### src/hw/rtl/ppwe_pkg.sv
package ppwe_pkg;

   // request type codes
   localparam logic [1:0] REQ_SET_COLOR   = 2'd0;
   localparam logic [1:0] REQ_DRAW_MAPPED = 2'd1;
   localparam logic [1:0] REQ_DRAW_RAW    = 2'd2;

   // register indexes on the csr port
   localparam int unsigned CSR_INDEX_W = 3;
   localparam int unsigned CSR_DATA_W  = 16;
   localparam logic [CSR_INDEX_W-1:0] CSR_PIXEL_BYTES    = 3'd0;
   localparam logic [CSR_INDEX_W-1:0] CSR_VIRTUAL_WIDTH  = 3'd1;
   localparam logic [CSR_INDEX_W-1:0] CSR_VIRTUAL_HEIGHT = 3'd2;
   localparam logic [CSR_INDEX_W-1:0] CSR_LINE_PITCH     = 3'd3;
   localparam logic [CSR_INDEX_W-1:0] CSR_RED_LAYOUT     = 3'd4;
   localparam logic [CSR_INDEX_W-1:0] CSR_GREEN_LAYOUT   = 3'd5;
   localparam logic [CSR_INDEX_W-1:0] CSR_BLUE_LAYOUT    = 3'd6;

   // register reset values
   localparam logic [2:0]  RST_PIXEL_BYTES    = 3'd4;
   localparam logic [12:0] RST_VIRTUAL_WIDTH  = 13'd800;
   localparam logic [12:0] RST_VIRTUAL_HEIGHT = 13'd480;
   localparam logic [15:0] RST_LINE_PITCH     = 16'd3200;
   localparam logic [8:0]  RST_RED_LAYOUT     = 9'd272;
   localparam logic [8:0]  RST_GREEN_LAYOUT   = 9'd264;
   localparam logic [8:0]  RST_BLUE_LAYOUT    = 9'd256;

   localparam int unsigned ADDR_W  = 28;
   localparam int unsigned COLOR_W = 32;
   localparam logic [3:0]  CHAN_MAX_LEN = 4'd8;

   typedef struct packed {
      logic [1:0]         req_type;
      logic signed [15:0] x_pos;
      logic signed [15:0] y_pos;
      logic [7:0]         color_index;
      logic [23:0]        rgb_value;
      logic [30:0]        raw_color;
      logic               xor_request;
   } ppwe_req_type;

   typedef struct packed {
      logic [ADDR_W-1:0]  byte_address;
      logic [COLOR_W-1:0] write_data;
      logic [2:0]         write_bytes;
      logic               xor_write;
   } ppwe_rsp_type;

   typedef struct packed {
      logic [2:0]  pixel_bytes;
      logic [12:0] virtual_width;
      logic [12:0] virtual_height;
      logic [15:0] line_pitch;
      logic [8:0]  red_layout;
      logic [8:0]  green_layout;
      logic [8:0]  blue_layout;
   } ppwe_cfg_type;

   // cut one 8-bit channel to its length and move it to its offset
   function automatic logic [COLOR_W-1:0] place_channel(input logic [7:0] chan,
                                                        input logic [8:0] layout);
      logic [3:0] len;
      logic [3:0] cut_sh;
      logic [7:0] cut;
      len    = (layout[8:5] > CHAN_MAX_LEN) ? CHAN_MAX_LEN : layout[8:5];
      cut_sh = CHAN_MAX_LEN - len;
      cut    = chan >> cut_sh;
      return {24'd0, cut} << layout[4:0];
   endfunction

   function automatic logic is_packing(input logic [2:0] pixel_bytes);
      return (pixel_bytes == 3'd2) || (pixel_bytes == 3'd4);
   endfunction

endpackage

### src/hw/rtl/ppwe_csr.sv
module ppwe_csr (
   input  logic                                 clock,
   input  logic                                 reset,
   input  logic                                 csr_valid,
   output logic                                 csr_ready,
   input  logic [ppwe_pkg::CSR_INDEX_W-1:0]     csr_index,
   input  logic [ppwe_pkg::CSR_DATA_W-1:0]      csr_wdata,
   output ppwe_pkg::ppwe_cfg_type               cfg
);

   ppwe_pkg::ppwe_cfg_type cfg_ff;
   logic                   wr_en;

   assign csr_ready = 1'b1;
   assign wr_en     = csr_valid && csr_ready;
   assign cfg       = cfg_ff;

   always_ff @(posedge clock) begin
      if (reset) begin
         cfg_ff.pixel_bytes    <= ppwe_pkg::RST_PIXEL_BYTES;
         cfg_ff.virtual_width  <= ppwe_pkg::RST_VIRTUAL_WIDTH;
         cfg_ff.virtual_height <= ppwe_pkg::RST_VIRTUAL_HEIGHT;
         cfg_ff.line_pitch     <= ppwe_pkg::RST_LINE_PITCH;
         cfg_ff.red_layout     <= ppwe_pkg::RST_RED_LAYOUT;
         cfg_ff.green_layout   <= ppwe_pkg::RST_GREEN_LAYOUT;
         cfg_ff.blue_layout    <= ppwe_pkg::RST_BLUE_LAYOUT;
      end else if (wr_en) begin
         case (csr_index)
            ppwe_pkg::CSR_PIXEL_BYTES:    cfg_ff.pixel_bytes    <= csr_wdata[2:0];
            ppwe_pkg::CSR_VIRTUAL_WIDTH:  cfg_ff.virtual_width  <= csr_wdata[12:0];
            ppwe_pkg::CSR_VIRTUAL_HEIGHT: cfg_ff.virtual_height <= csr_wdata[12:0];
            ppwe_pkg::CSR_LINE_PITCH:     cfg_ff.line_pitch     <= csr_wdata;
            ppwe_pkg::CSR_RED_LAYOUT:     cfg_ff.red_layout     <= csr_wdata[8:0];
            ppwe_pkg::CSR_GREEN_LAYOUT:   cfg_ff.green_layout   <= csr_wdata[8:0];
            ppwe_pkg::CSR_BLUE_LAYOUT:    cfg_ff.blue_layout    <= csr_wdata[8:0];
            default: ;
         endcase
      end
   end

endmodule

### config.mk
export PLATFORM = sky130hd
export DESIGN_NAME = ppwe_csr
export DESIGN_NICKNAME = d
export VERILOG_FILES = /design/src/hw/rtl/ppwe_pkg.sv /design/src/hw/rtl/ppwe_csr.sv
export SDC_FILE = /design/constraint.sdc
export NUM_CORES = 1
export LEC_CHECK = 0
export BUFFER_PORTS_ARGS = -buffer_cell sky130_fd_sc_hd__buf_2
export CAP_MARGIN = 20
export CORE_ASPECT_RATIO = 0.7
export CORE_MARGIN = 5
export CORE_UTILIZATION = 45
export DETAILED_ROUTE_END_ITERATION = 10
export GPL_ROUTABILITY_DRIVEN = 0
export GPL_TIMING_DRIVEN = 0
export PLACE_DENSITY = 0.8
export SYNTH_ARGS = -nofsm -noshare
export SYNTH_HDL_FRONTEND = slang
export SYNTH_SLANG_ARGS = --single-unit
### constraint.sdc
create_clock -name clock -period 1 [get_ports clock]
set_input_delay 0.2 -clock clock [delete_from_list [all_inputs] [get_ports clock]]
set_output_delay 0.2 -clock clock [all_outputs]
set_load 0.1 [all_outputs]
# --- Yosys cells after proc, flatten, opt, wreduce, memory -nomap -nowiden ---
# Cells that the tools add are included.
# Widths: inputs -> output; s select.
classes:
  eq_ne: 6
  n_reduce_logical: 8
op_table:
  columns: ["operator", "count"]
  rows:
  - ["$reduce_and 2->1", 7]
  - ["$eq 3x3->1 const B", 3]
  - ["$eq 3x2->1 const B", 2]
  - ["$eq 3x1->1 const B", 1]
  - ["$logic_not 3->1", 1]
word_totals:
  ff_bits: 72
  in_bits: 22
  output_inout_bits: 73
  wordCells: 21

# --- Longest topological paths before layout ---
logic_depth:
  depth_word: 2
  ltp_mapped: 5
  ltp_nobuf: 2

# --- Worst setup path after synthesis ---
# OpenSTA, ideal clock, no wires.
synth_timing:
  path_kind: "register -> register"
  from: "register, netlist name cfg[12]"
  to: "register cfg_ff (netlist bit cfg[12])"
  setup_time_ps: 72
  arrival_time_ps: 1166
  t_required_ps: 928
  setup_slack_ps: -238
  stages_incl_launch_ff: 3
  path_buffers: 0
  period_less_slack_ps: 1238
  cell_sequence: "dfxtp_1 > nor2_1 > mux2i_1"
synth_lines:
  columns: ["element", "line_no", "source"]
  rows:
  - ["to (decl)", "ppwe_csr.sv:11", "ppwe_pkg::ppwe_cfg_type cfg_ff;"]

# --- Worst setup path in the final report ---
layout_timing:
  from: "register cfg_ff (netlist bit cfg[69])"
  to: "output port cfg[69] in the netlist's numbering"
layout_lines:
  columns: ["element", "line_no", "source"]
  rows:
  - ["to (decl)", "ppwe_csr.sv:8", "output ppwe_pkg::ppwe_cfg_type cfg"]
# No word-level cell between the ends.

==> results.yml <==
outcome:
  status: "complete, but fails checks"
  violations: "setup timing"
clock_network:
  cts_tree: "built"
  clockBufferDepth: 2
  insertion_delay_ns: 0.34
  cts_sinks: 72
  path_clk_slew_ns: 0.08
  cts_max_level: 3
  cts_root_buf: "clkbuf_8"
  cts_made_buffers: 9
global_routing:
  use_met3: 0.0730
  antenna_found_initial: 0
  grt_pass1_vias: 2618
  grt_pass1_wl_um: 13800
  overflow: 0
  use_met1: 0.255
  grt_usage: 0.216
  grt_max_degree: 12
  busiest_layer: "met2"
  use_met2: 0.369
critical_path:
  r2r_setup_slack_ns: 0.19
  slowest_delay_ns: 0.36
  crit_type: "reg2out"
  worst_setup_path_start_kind: "flip-flop"
  critPathBufInv: 1
  arrival_ns: 0.89
  cp.required_ns: 0.80
  crit_family: "flip-flops"
  crit_path_top_delay_cell: "dfxtp_2"
  path_max_fanout: 2
  crit_chain: "buf_12"
  cp-end-kind: "output pin"
layout:
  synthToLayoutAreaGrowth_pct: 74.1
  postLayoutCellArea_um2: 5070
  drive_above_1_share: 0.533
  fillers: 359
  largest_reg_flops: 72
  final_cell_mix: "72 x nand2b_1, 72 x buf_12, 71 x mux2i_1, 62 x dfxtp_2, 30 x buf_2"
  num_antenna_cells: 0
  nets: 420
placement:
  hpwl_um: 5550
  portBuffers: 92
  postPlaceCellArea_um2: 3570
floorplan:
  fp.coreArea_um2: 6250
  start_util: 0.467
  die_h_um: 77.3
  dieWidth_um: 106
  placementRows: 24
  ios: 95
  die_area_um2: 8210
power_and_ir_drop:
  total_leakage_power_nw: 2.30
  cellPowerDensity_nw_per_um2: 1350
  ir_worst_vdd_v: 0.000888
  finalPower_mw: 6.85
drt:
  drc: 0
  antenna_left: 0
  wl_um: 8810
  wl_per_cell_um: 18.3
  first_pass_iters: 4
  drtIter0Drc: 68
  via_per_inst: 5.01
  routed-via-count: 2408
worst_hold_path:
  hold_path.class: "in2reg"
sta:
  fmax_mhz: 921
  setup_ws_ns: -0.0854
  fin_skew_ns: 0
  hold_violations: 0
  rsz0062_at_grt: "true"
  slew_viol_final: 0
  finalSetupViolCount: 72
  fin_crit_sh: 1.09
  min_period_ns: 1.09
flow_run:
  maxCapViolations: 0
synth:
  synth_area_um2: 2910
  syn_area_per_cell_um2: 10.6
  ys_seq_elements: 72
  yosysUniqueCellTypes: 13
  yosysWarnings: 0
  seq_area_frac_synth: 0.495
  synthCells: 274
  syn_nets: 296
[synth_stat cells]
cell type | number | area share
dfxtp_1 | 72 | 0.49
mux2i_1 | 72 | 0.25
nand2b_1 | 72 | 0.15
nor2_1 | 26 | 0.033
buf_2 | 10 | 0.017
clkbuf_1 | 9 | 0.012
buf_4 | 3 | 0.0077
nand4b_1 | 3 | 0.0090
and4bb_1 | 2 | 0.0086
nand4bb_1 | 2 | 0.0077
and4b_1 | 1 | 0.0034
conb_1 | 1 | 0.0013
or4b_1 | 1 | 0.0034
[power by group]
part | switching, mW | total, mW | internal [mW]
sequential | 0.0717 | 2.99 | 2.92
clock | 1.03 | 2.69 | 1.66
combinational | 0.730 | 1.16 | 0.433
[kinds of logic after synthesis]
| family | after synthesis | synth area share |
|---|---|---|
| buffers and inverters | 22 | 0.0365 |
| multiplexers | 72 | 0.247 |
| flip-flops | 72 | 0.495 |
| other | 1 | 0.00129 |
| AND/OR/NAND/NOR | 107 | 0.220 |
[metrics by stage]
| step | std cells | TNS (ns) | hold WS, ns | worst slack, ns | util |
|---|---|---|---|---|---|
| finish | 481 | -5.19 | 0.123 | -0.0854 | 0.812 |
| global route | 481 | -7.67 | 0.128 | -0.121 | 0.812 |
| CTS | 471 | -5.99 | 0.104 | -0.104 | 0.795 |
| detailed placement | 444 | -14.00 | 0.462 | -0.372 | 0.571 |
| global placement | 444 | -12.39 | 0.452 | -0.356 | 0.571 |
| floorplan | 274 | -0.231 | 0.348 | -0.0788 | - |
[metal layers]
metal,up-vias,part of all wire
met2,91,0.48
met5,-,0
met3,19,0.072
met4,0,0.021
li1,1149,-
met1,1149,0.42
[area by class of cell]
type	instances	area [um^2]	share of cell area
multi-input cells	180	1370	0.271
plain buffers	22	118	0.0232
clock buffers	13	139	0.0274
clock inverters	3	90.1	0.0178
well taps	78	97.6	0.0192
flip-flops and latches	72	1560	0.307
repair buffers	113	1700	0.335
[final timing paths]
check | start | endpoint | depth (start not counted)
max | cfg[69]$_SDFFE_PP0P_ | cfg[69] | 1
min | csr_wdata[14] | cfg[41]$_SDFFE_PP0P_ | 3
max reg2reg | cfg[35]$_SDFFE_PP0P_ | cfg[35]$_SDFFE_PP0P_ | 4
min reg2reg | cfg[21]$_SDFFE_PP0P_ | cfg[21]$_SDFFE_PP0P_ | 2
[timing repair]
item,CTS,global route
hold buffers,0,0
endpoints found under the setup margin,73,75
buffers inserted,11,10
gates resized for setup,291,11
pin swaps,0,0
(Power assumes the default switching activity.)
