$ cat src/hw/rtl/ppwe_pkg.sv
package ppwe_pkg;

   // request type codes
   localparam logic [1:0] REQ_SET_COLOR   = 2'd0;
   localparam logic [1:0] REQ_DRAW_MAPPED = 2'd1;
   localparam logic [1:0] REQ_DRAW_RAW    = 2'd2;

   // register indexes on the csr port
   localparam int unsigned CSR_INDEX_W = 3;
   localparam int unsigned CSR_DATA_W  = 16;
   localparam logic [CSR_INDEX_W-1:0] CSR_PIXEL_BYTES    = 3'd0;
   localparam logic [CSR_INDEX_W-1:0] CSR_VIRTUAL_WIDTH  = 3'd1;
   localparam logic [CSR_INDEX_W-1:0] CSR_VIRTUAL_HEIGHT = 3'd2;
   localparam logic [CSR_INDEX_W-1:0] CSR_LINE_PITCH     = 3'd3;
   localparam logic [CSR_INDEX_W-1:0] CSR_RED_LAYOUT     = 3'd4;
   localparam logic [CSR_INDEX_W-1:0] CSR_GREEN_LAYOUT   = 3'd5;
   localparam logic [CSR_INDEX_W-1:0] CSR_BLUE_LAYOUT    = 3'd6;

   // register reset values
   localparam logic [2:0]  RST_PIXEL_BYTES    = 3'd4;
   localparam logic [12:0] RST_VIRTUAL_WIDTH  = 13'd800;
   localparam logic [12:0] RST_VIRTUAL_HEIGHT = 13'd480;
   localparam logic [15:0] RST_LINE_PITCH     = 16'd3200;
   localparam logic [8:0]  RST_RED_LAYOUT     = 9'd272;
   localparam logic [8:0]  RST_GREEN_LAYOUT   = 9'd264;
   localparam logic [8:0]  RST_BLUE_LAYOUT    = 9'd256;

   localparam int unsigned ADDR_W  = 28;
   localparam int unsigned COLOR_W = 32;
   localparam logic [3:0]  CHAN_MAX_LEN = 4'd8;

   typedef struct packed {
      logic [1:0]         req_type;
      logic signed [15:0] x_pos;
      logic signed [15:0] y_pos;
      logic [7:0]         color_index;
      logic [23:0]        rgb_value;
      logic [30:0]        raw_color;
      logic               xor_request;
   } ppwe_req_type;

   typedef struct packed {
      logic [ADDR_W-1:0]  byte_address;
      logic [COLOR_W-1:0] write_data;
      logic [2:0]         write_bytes;
      logic               xor_write;
   } ppwe_rsp_type;

   typedef struct packed {
      logic [2:0]  pixel_bytes;
      logic [12:0] virtual_width;
      logic [12:0] virtual_height;
      logic [15:0] line_pitch;
      logic [8:0]  red_layout;
      logic [8:0]  green_layout;
      logic [8:0]  blue_layout;
   } ppwe_cfg_type;

   // cut one 8-bit channel to its length and move it to its offset
   function automatic logic [COLOR_W-1:0] place_channel(input logic [7:0] chan,
                                                        input logic [8:0] layout);
      logic [3:0] len;
      logic [3:0] cut_sh;
      logic [7:0] cut;
      len    = (layout[8:5] > CHAN_MAX_LEN) ? CHAN_MAX_LEN : layout[8:5];
      cut_sh = CHAN_MAX_LEN - len;
      cut    = chan >> cut_sh;
      return {24'd0, cut} << layout[4:0];
   endfunction

   function automatic logic is_packing(input logic [2:0] pixel_bytes);
      return (pixel_bytes == 3'd2) || (pixel_bytes == 3'd4);
   endfunction

endpackage

$ cat src/hw/rtl/ppwe_wcmd.sv
module ppwe_wcmd #(
   parameter int unsigned COORD_BITS = 16
) (
   input  logic                                 clock,
   input  logic                                 reset,
   input  ppwe_pkg::ppwe_cfg_type               cfg,
   input  logic                                 advance,
   input  logic                                 s1_valid,
   input  ppwe_pkg::ppwe_req_type               s1_req,
   input  logic [ppwe_pkg::COLOR_W-1:0]         map_color,
   output logic                                 rsp_valid,
   output ppwe_pkg::ppwe_rsp_type               rsp_data
);

   logic                         x_neg;
   logic                         y_neg;
   logic [15:0]                  x_mag;
   logic [15:0]                  y_mag;
   logic                         in_view;
   logic [31:0]                  y_prod;
   logic [18:0]                  x_prod;
   logic [31:0]                  addr_sum;
   logic [ppwe_pkg::COLOR_W-1:0] color;
   ppwe_pkg::ppwe_rsp_type       rsp_in;
   logic                         rsp_valid_in;
   logic                         rsp_valid_ff;
   ppwe_pkg::ppwe_rsp_type       rsp_data_ff;

   assign x_neg  = s1_req.x_pos[COORD_BITS-1];
   assign y_neg  = s1_req.y_pos[COORD_BITS-1];
   assign x_mag  = 16'(s1_req.x_pos[COORD_BITS-2:0]);
   assign y_mag  = 16'(s1_req.y_pos[COORD_BITS-2:0]);
   assign in_view = !x_neg && !y_neg
                 && (x_mag < {3'd0, cfg.virtual_width})
                 && (y_mag < {3'd0, cfg.virtual_height});

   assign y_prod   = y_mag * cfg.line_pitch;
   assign x_prod   = x_mag * cfg.pixel_bytes;
   assign addr_sum = y_prod + {13'd0, x_prod};

   always_comb begin
      if (s1_req.req_type == ppwe_pkg::REQ_DRAW_MAPPED) begin
         color = map_color;
      end else begin
         color = {1'b0, s1_req.raw_color};
      end
      rsp_in.byte_address = addr_sum[ppwe_pkg::ADDR_W-1:0];
      rsp_in.xor_write    = s1_req.xor_request;
      case (cfg.pixel_bytes)
         3'd2: begin
            rsp_in.write_bytes = 3'd2;
            rsp_in.write_data  = {16'd0, color[15:0]};
         end
         3'd4: begin
            rsp_in.write_bytes = 3'd4;
            rsp_in.write_data  = color;
         end
         default: begin
            rsp_in.write_bytes = 3'd1;
            rsp_in.write_data  = {24'd0, color[7:0]};
         end
      endcase
   end

   assign rsp_valid_in = s1_valid && in_view;

   always_ff @(posedge clock) begin
      if (reset) begin
         rsp_valid_ff <= 1'b0;
      end else if (advance) begin
         rsp_valid_ff <= rsp_valid_in;
      end
   end

   always_ff @(posedge clock) begin
      if (advance) begin
         rsp_data_ff <= rsp_in;
      end
   end

   assign rsp_valid = rsp_valid_ff;
   assign rsp_data  = rsp_data_ff;

endmodule

$ cat config.mk
export PLATFORM = sky130hd
export DESIGN_NAME = ppwe_wcmd
export DESIGN_NICKNAME = d
export VERILOG_FILES = /design/src/hw/rtl/ppwe_pkg.sv /design/src/hw/rtl/ppwe_wcmd.sv
export SDC_FILE = /design/constraint.sdc
export NUM_CORES = 1
export LEC_CHECK = 0
export ABC_CLOCK_PERIOD_IN_PS = 13000
export BUFFER_PORTS_ARGS = -buffer_cell sky130_fd_sc_hd__buf_2
export CORE_MARGIN = 2
export CORE_UTILIZATION = 55
export CTS_CLUSTER_SIZE = 30
export DETAILED_ROUTE_END_ITERATION = 10
export GPL_ROUTABILITY_DRIVEN = 1
export GPL_TIMING_DRIVEN = 0
export HOLD_SLACK_MARGIN = 0.15
export PLACE_DENSITY = 0.85
export SLEW_MARGIN = 40
export SYNTH_ARGS = -nofsm -noshare
export SYNTH_HDL_FRONTEND = slang
export SYNTH_SLANG_ARGS = --single-unit
$ cat constraint.sdc
create_clock -name clock -period 13 [get_ports clock]
set_input_delay 3.25 -clock clock [delete_from_list [all_inputs] [get_ports clock]]
set_output_delay 3.25 -clock clock [all_outputs]
set_load 0.01 [all_outputs]
---- After elaboration in Yosys (flattened, before gate mapping) ----
Index checks and enable logic that the tools add are counted.
word-level totals
  output and inout port bits .............. 65
  logic and storage cells ................. 21
  bits of input ports ..................... 206
  bits in registers ....................... 65
operators by class
  eq/ne operators ......................... 3
  add/sub/neg operators ................... 1
  $mul .................................... 2
  reductions and logical operators ........ 6
  muxes and demuxes ....................... 2
  magnitude comparators ................... 2
operator list
  cell                number
  $pmux 35 s2         1
  $mux 32             1
  $lt 15x13->1        2
  $add 28x18->28      1
  $mul 15x16->28      1
  $mul 15x3->18       1
  $logic_and 1x1->1   4
  $eq 3x2->1 const B  1
  $eq 3x3->1 const B  1
  $eq 2x1->1 const B  1
  $logic_not 1->1     2

---- Depth between registers and ports, before layout ----
Gate-level depths: netlist of the first run.
  word-level depth ........................ 5
  mapped depth ............................ 23

---- Least setup slack after synthesis of the first run ----
OpenSTA, ideal clock, no wires.
  path kind ............................... input -> register
  from .................................... input port s1_req[73] (netlist bit)
  to ...................................... register rsp_data_ff, in the netlist rsp_data[63], data pin
  path slack .............................. 4.274 ns
  arrival time ............................ 8.467 ns
  stages .................................. 22
  path through ............................ clkbuf_1 -> nand2_1 -> fa_1 -> inv_1 -> fa_1 -> inv_1 -> fa_1 -> inv_1 -> fa_1 -> fa_1 -> inv_1 -> fa_1 -> inv_1 -> ha_1 -> nand3_1 -> or3_1 -> o21ai_0 -> a211oi_1 -> a31oi_1 -> a2111oi_0 -> o21bai_1 -> xnor2_1
on the way
  word-level cells in the longest chain between the ends .. 2
ends and longest elaborated chain
  item                    RTL line         source
  start: declaration      ppwe_wcmd.sv:9   input ppwe_pkg::ppwe_req_type s1_req,
  $mul 15x16->28          ppwe_wcmd.sv:37  assign y_prod = y_mag * cfg.line_pitch;
  $add 28x18->28          ppwe_wcmd.sv:39  assign addr_sum = y_prod + {13'd0, x_prod};
  named net addr_sum[27]  ppwe_wcmd.sv:22  logic [31:0] addr_sum;
  end signal: assignment  ppwe_wcmd.sv:77  rsp_data_ff <= rsp_in;
  end: declaration        ppwe_wcmd.sv:27  ppwe_pkg::ppwe_rsp_type rsp_data_ff;
The timed path passes the listed nets, and every way through them passes these cells.
A chain may end at the register's enable or synchronous reset.

---- Final worst setup path of the first run ----
  from .................................... input port s1_req[67] (netlist bit)
  to ...................................... register rsp_data_ff, in the netlist rsp_data[63], data pin
Same word-level chain as after synthesis.

==> results of run 1 <==
through the flow:
stage	util [%]	cells	hold slack, ps	cell area [um2]
after detailed placement	62.2	1765	539	13500
final	63.6	1781	558	13800
after CTS	63.6	1781	551	13800
after floorplan	-	1273	543	12100
after global placement	62.1	1764	543	13500
after global routing	63.6	1781	614	13800
layout make-up:
| class | count | area (um2) |
|---|---|---|
| buffer | 42 | 158 |
| clock buffer | 9 | 225 |
| clock inverter | 7 | 85.1 |
| fill | 1728 | 7900 |
| inverter | 279 | 1050 |
| multi-input combinational | 887 | 8910 |
| sequential | 65 | 1940 |
| tap | 280 | 350 |
| timing repair buffer | 212 | 1080 |
sequential cells by signal (all words and copies together) (netlist names):
| signal | cells |
|---|---|
| rsp_data | 64 |
| rsp_valid | 1 |
layer usage:
layer / vias up / wire [um] / GRT usage (%) / share of wire, %
met2: 473 / 15200 / 47.0 / 51
met3: 96 / 2520 / 5.99 / 8.4
li1: 4329 / - / - / -
met4: 0 / 1290 / 11.2 / 4.3
met1: 4706 / 10900 / 31.7 / 36
met5: - / 0 / 0 / 0
how the worst max path moves through the flow:
stage / end / slack [ps] / cells after the start
after floorplan: rsp_data[63] / 4270 / 22
after global placement: rsp_data[63] / 3190 / 21
after detailed placement: rsp_data[63] / 3130 / 21
after CTS: rsp_data[63] / 3490 / 21
after global routing: rsp_data[63] / 2970 / 20
final: rsp_data[63] / 3410 / 21
layout by cell type (no fill, tap or decap), types with 9 or more instances in the layout:
cell type	synthesis	routed
nor2_1	14	14
inv_1	279	279
clkbuf_1	42	42
a21o_1	21	21
a21oi_1	39	39
clkbuf_16	0	9
ha_1	123	123
o21ai_0	11	11
edfxtp_1	64	64
buf_2	0	210
and2_1	138	138
nand2_1	223	223
fa_1	222	222
xnor2_1	22	22
tightest hold or removal path, stage by stage, from the launching register on:
cell and delay [ps]:
dfxtp_1 310, nand2b_1 110, a31oi_1 90
cells by family (layout without fill, tap and decap cells):
| group | after synthesis | after routing |
|---|---|---|
| DFF | 65 | 65 |
| buffers and inverters | 321 | 549 |
| AOI/OAI and AO/OA | 107 | 107 |
| and+or+nand+nor | 406 | 406 |
| xor gates and xnor gates | 29 | 29 |
| adders and majority gates | 345 | 345 |
power groups by stage:
stage	Combinational, mW	Sequential, mW	Clock (mW)
2_1_floorplan	2.35	0.501	0
3_3_place_gp	2.97	0.470	0
3_5_place_dp	3.09	0.471	0
4_1_cts	3.12	0.468	0.268
5_1_grt	3.53	0.471	0.272
6_report	3.09	0.467	0.260
==> load_flow_metrics.sql, run 1 <==
INSERT INTO impl_metrics (metric_group, metric, value, unit) VALUES
('status', 'outcome', 'finished clean', ''),
('clock_network', 'cts_resized', '0', ''),
('min_path', 'hold_path.startpoint', 'rsp_valid', ''),
('detailed_routing', 'route.detailed.vias_per_inst', '5.39', ''),
('synthesis', 'asyncSetResetFlopFracSynth', '0', '%'),
('sta', 'slew_headroom', '52.6', '%'),
('sta', 'highest_clock_rate', '104', 'MHz'),
('critical_path', 'regToRegStartpoint', 'rsp_valid', ''),
('detailed_routing', 'vias', '9604', ''),
('critical_path', 'crit-reg2reg-capture', 'rsp_valid', ''),
('clock_network', 'tritoncts', 'yes', ''),
('sta', 'report.final.slew_viol_count', '0', ''),
('floorplanning', 'initial_utilization', '55.6', '%'),
('grt', 'first_global_vias', '10200', ''),
('clock_network', 'numCtsBuffers', '9', ''),
('pwr', 'ir_drop', '0.000397', 'V'),
('critical_path', 'critical_path.max_stage_delay', '580', 'ps'),
('run', 'maxcap_violations', '0', ''),
('synthesis', 'yosysTopAreaCell', 'fa_1', ''),
('critical_path', 'cp_slowest_cell', 'clkbuf_1', ''),
('clock_network', 'ctsRootBufferMaster', 'clkbuf_16', ''),
('floorplanning', 'area_of_the_core', '21700', 'um2'),
('synthesis', 'ys_top_cells_by_area', 'fa_1 37%, edfxtp_1 16%, ha_1 13%', ''),
('finish', 'fraction_of_final_layout_cells_with_drive_strength_greater_than_1', '15.8', '%'),
('critical_path', 'critical_path.endpoint_type', 'flop', ''),
('synthesis', 'synth.avg_cell_area', '9.47', 'um2'),
('clock_network', 'path_clk_slew', '70', 'ps'),
('sta', 'setup_viol_count_final', '0', ''),
('critical_path', 'path_cells', 'buf_2, clkbuf_1, nand2_1, fa_1, fa_1, fa_1, inv_1, fa_1, fa_1, inv_1, fa_1, inv_1, ha_1, nand3_1, or3_1, o21ai_0, a211oi_1, a31oi_1, a2111oi_0, o21bai_1, xnor2_1', ''),
('synthesis', 'mappedNetlistArea', '12100', 'um2'),
('synthesis', 'synth_enable_flop_cells', '64', ''),
('sta', 'grt_setup_unrepaired', 'false', ''),
('critical_path', 'reg2reg_slack', '11900', 'ps'),
('detailed_routing', 'detail-route-antenna-nets', '0', ''),
('synthesis', 'postSynth.topFlopCell', 'edfxtp_1', ''),
('synthesis', 'yosys.area_share.adder', '49.6', '%'),
('sta', 'final.setup.tns', '0', 'ps'),
('critical_path', 'worst_path_dominant_cell_family', 'adder cells', ''),
('finish', 'layout-area-overhead-vs-synth', '14.4', '%'),
('synthesis', 'post-synth-top-area-fraction', '36.9', '%'),
('clock_network', 'clkSinkCount', '65', ''),
('min_path', 'holdCritPathClass', 'flop to flop', ''),
('place', 'port_buf_inserts', '211', ''),
('pwr', 'clockPowerShare', '6.8', '%'),
('floorplanning', 'die_area', '23100', 'um2'),
('critical_path', 'timing_worst_setup_path_type', 'input port to flop', ''),
('synthesis', 'synth_top_family_by_area', 'adder cells', ''),
('clock_network', 'postCtsHoldBufs', '0', ''),
('place', 'place_hpwl', '25.0', 'mm'),
('pwr', 'combinational_share_of_power', '81.0', '%'),
('synthesis', 'synth-seq-area-share', '16.1', '%'),
('sta', 'clock_skew', '0', 'ps'),
('synthesis', 'yosys_warning_total', '0', ''),
('sta', 'finalWorstPathRequiredPeriod', '9590', 'ps'),
('grt', 'grt_antenna_before_repair', '1', ''),
('place', 'gp_congestion', '0.933', ''),
('sta', 'timing.final.hold_violations', '0', ''),
('floorplanning', 'std_cell_rows', '54', ''),
('synthesis', 'synth-compound-area-share', '5.99', '%'),
('synthesis', 'synthSimpleGateAreaFrac', '16.2', '%'),
('clock_network', 'buffers_inserted_by_post_cts_timing_repair', '0', ''),
('min_path', 'hold_depth', '2', ''),
('pwr', 'power_leakage', '7.23', 'nW'),
('synthesis', 'yosysMostFrequentCell', 'inv_1', ''),
('grt', 'largest_net_degree_at_the_start_of_global_routing', '44', ''),
('detailed_routing', 'drt_pre_antenna_iters', '5', ''),
('synthesis', 'yosys.cell_types.count', '47', ''),
('critical_path', 'cp_max_fo', '10', ''),
('grt', 'grt_pass1_wl', '48.9', 'mm'),
('synthesis', 'cells_after_synthesis', '1273', ''),
('critical_path', 'critPathRequiredTime', '13090', 'ps');
No activity file was read; power rests on OpenSTA's default activity.
==> run 2, diff against run 1 <==
--- a/config.mk
+++ b/config.mk
@@ -5,16 +5,16 @@
 export SDC_FILE = /design/constraint.sdc
 export NUM_CORES = 1
 export LEC_CHECK = 0
-export ABC_CLOCK_PERIOD_IN_PS = 13000
+export ABC_CLOCK_PERIOD_IN_PS = 8600
 export BUFFER_PORTS_ARGS = -buffer_cell sky130_fd_sc_hd__buf_2
 export CORE_MARGIN = 2
-export CORE_UTILIZATION = 55
+export CORE_UTILIZATION = 52
 export CTS_CLUSTER_SIZE = 30
 export DETAILED_ROUTE_END_ITERATION = 10
 export GPL_ROUTABILITY_DRIVEN = 1
 export GPL_TIMING_DRIVEN = 0
 export HOLD_SLACK_MARGIN = 0.15
-export PLACE_DENSITY = 0.85
+export PLACE_DENSITY = 0.84
 export SLEW_MARGIN = 40
 export SYNTH_ARGS = -nofsm -noshare
 export SYNTH_HDL_FRONTEND = slang
==> constraint.sdc (replaced) <==
create_clock -name clock -period 8.6 [get_ports clock]
set_input_delay 2.15 -clock clock [delete_from_list [all_inputs] [get_ports clock]]
set_output_delay 2.15 -clock clock [all_outputs]
set_load 0.01 [all_outputs]
==> run 2 against run 1 <==
Effect of this change:
- register-to-register slack got worse by 4400 ps
- utilization decreased by 2.8 points
- first-iteration DRC count increased by 6.7%
- worst hold slack improved by 18 ps
- die area increased by 5.6%
- largest power group unchanged
- worst setup slack got worse by 3100 ps
- count of clock-buffer cells in the layout unchanged
- non-clock buffer count decreased by 1
- critical endpoint unchanged
- clock power increased by 49%
- via count increased by 0.53%
==> load_flow_metrics.sql, run 2 (synthesized netlist as in run 1, its figures left out) <==
INSERT INTO impl_metrics (metric_group, metric, value, unit) VALUES
('sta', 'timing.final.hold_violations', '0', ''),
('critical_path', 'worstSetupStartpointType', 'input port', ''),
('status', 'outcome', 'finished clean', ''),
('pwr', 'power_per_cell_area', '420', 'nW/um2'),
('finish', 'layout.cells.most_common', 'inv_1', ''),
('clock_network', 'postCtsHoldBufs', '0', ''),
('place', 'gp_congestion', '0.941', ''),
('place', 'place_hpwl', '25.9', 'mm'),
('clock_network', 'clockBufferDepth', '2', ''),
('pwr', 'ir_drop', '0.000630', 'V'),
('detailed_routing', 'vias', '9655', ''),
('finish', 'fin_area', '13800', 'um2'),
('grt', 'globalRouteTotalUtil', '26.3', '%'),
('grt', 'first_global_vias', '10000', ''),
('critical_path', 'critical_path.endpoint_type', 'flop', ''),
('detailed_routing', 'route.detailed.vias_per_inst', '5.41', ''),
('critical_path', 'critPathRequiredTime', '8690', 'ps'),
('floorplanning', 'die_area', '24400', 'um2'),
('clock_network', 'path_clk_slew', '80', 'ps'),
('floorplanning', 'die-width', '156', 'um'),
('floorplanning', 'area_of_the_core', '22700', 'um2'),
('run', 'maxcap_violations', '0', ''),
('clock_network', 'numCtsBuffers', '9', ''),
('grt', 'grt_antenna_before_repair', '1', ''),
('sta', 'slew_headroom', '58.4', '%'),
('pwr', 'power_leakage', '7.23', 'nW'),
('grt', 'grt-ovfl-total', '0', ''),
('sta', 'setup_viol_count_final', '0', ''),
('detailed_routing', 'totalWireLength', '31.1', 'mm'),
('finish', 'final-instance-count-excl-fill', '1786', ''),
('sta', 'timing_worst_slew_pin_value', '624', 'ps'),
('sta', 'final.period_utilization', '96.0', '%'),
('floorplanning', 'design.portCount', '271', ''),
('detailed_routing', 'routed_wire_length_per_instance', '17.4', 'um'),
('min_path', 'holdCritPathClass', 'flop to flop', ''),
('sta', 'report.final.slew_viol_count', '0', ''),
('floorplanning', 'std_cell_rows', '55', ''),
('clock_network', 'cts_max_level', '3', ''),
('sta', 'highest_clock_rate', '121', 'MHz'),
('grt', 'largest_net_degree_at_the_start_of_global_routing', '43', ''),
('clock_network', 'clk_latency', '350', 'ps'),
('critical_path', 'timing.critical_path.arrival', '8340', 'ps'),
('finish', 'fraction_of_final_layout_cells_with_drive_strength_greater_than_1', '16.1', '%'),
('finish', 'final_net_count', '2046', ''),
('place', 'dpl_cell_area', '13500', 'um2'),
('finish', 'layout_common_cells', '279 x inv_1, 223 x nand2_1, 222 x fa_1, 210 x buf_2, 138 x and2_1', ''),
('clock_network', 'clkSinkCount', '65', ''),
('floorplanning', 'floorplan.die.height', '156', 'um'),
('detailed_routing', 'drc_errors', '0', ''),
('clock_network', 'tritoncts', 'yes', ''),
('detailed_routing', 'detail-route-antenna-nets', '0', ''),
('clock_network', 'ctsRootBufferMaster', 'clkbuf_16', ''),
('grt', 'grt_pass1_wl', '49.1', 'mm'),
('sta', 'grt_setup_unrepaired', 'false', ''),
('sta', 'finalWorstPathRequiredPeriod', '8250', 'ps'),
('floorplanning', 'initial_utilization', '53.1', '%'),
('sta', 'clock_skew', '0', 'ps'),
('finish', 'flip_flop_count_of_the_largest_register_all_copies_and_words_added', '64', ''),
('place', 'port_buf_inserts', '211', ''),
('detailed_routing', 'drt-initial-drc-count', '570', ''),
('detailed_routing', 'drt_pre_antenna_iters', '5', ''),
('finish', 'layout-area-overhead-vs-synth', '14.5', '%'),
('place', 'dp_cells', '1770', ''),
('critical_path', 'cp_max_fo', '10', ''),
('critical_path', 'timing_worst_setup_path_type', 'input port to flop', '');
[run 2: what timing repair did]
item	4_1_cts	5_1_grt
buffers inserted	0	0
resized for setup	0	8
setup endpoints to repair	0	2
[run 2: report_power, final]
| part | internal [mW] | switching (mW) |
|---|---|---|
| registers | 0.686 | 0.0193 |
| clock network | 0.227 | 0.160 |
| logic | 2.03 | 2.67 |
| total | 2.94 | 2.85 |
[run 2: worst paths after layout]
kind	depth (start not counted)	slack, ps	startpoint	end
worst min-delay path	2	580	rsp_valid	rsp_valid
worst max register to register	4	7500	rsp_valid	rsp_valid
worst max-delay path	21	350	s1_req[70]	rsp_data[63]
worst min register to register	2	580	rsp_valid	rsp_valid
[run 2: per-layer routing]
| layer | vias up | wire length [um] | global-route usage, % | share of wire, % |
|---|---|---|---|---|
| li1 | 4328 | - | - | - |
| met1 | 4769 | 11700 | 30.7 | 38 |
| met5 | - | 0 | 0.828 | 0 |
| met2 | 450 | 15700 | 46.9 | 50 |
| met3 | 108 | 2230 | 4.76 | 7.2 |
| met4 | 0 | 1520 | 11.9 | 4.9 |
[run 2: stage by stage]
step           TNS (ps)  hold WS, ps  power [mW]  util, %  setup slack [ps]
2_1_floorplan         0          543        4.30        -               974
3_3_place_gp      -62.1          540        5.26     59.3             -62.1
3_5_place_dp       -286          559        5.42     59.4              -193
4_1_cts               0          570        5.85     60.7               186
5_1_grt               0          610        6.45     60.8              88.1
6_report              0          576        5.79     60.8               347
[run 2: final cells by class]
class	count	area (um2)
multi-input combinational	887	8910
inverter	279	1050
clock inverter	7	78.8
timing repair buffer	212	1080
clock buffer	9	225
tap	285	357
antenna	1	2.50
fill	1852	8910
buffer	41	158
sequential	65	1940
[run 2: critical path, cell delays in order]
cell,delay [ps]
buf_2,240
clkbuf_1,440
nand2_1,150
fa_1,520
fa_1,500
inv_1,50
fa_1,510
inv_1,60
fa_1,600
fa_1,440
fa_1,480
inv_1,40
ha_1,340
a21oi_1,220
or3_1,130
o21ai_0,120
a211oi_2,350
a31oi_1,230
a2111oi_0,480
o21bai_1,130
xnor2_1,140
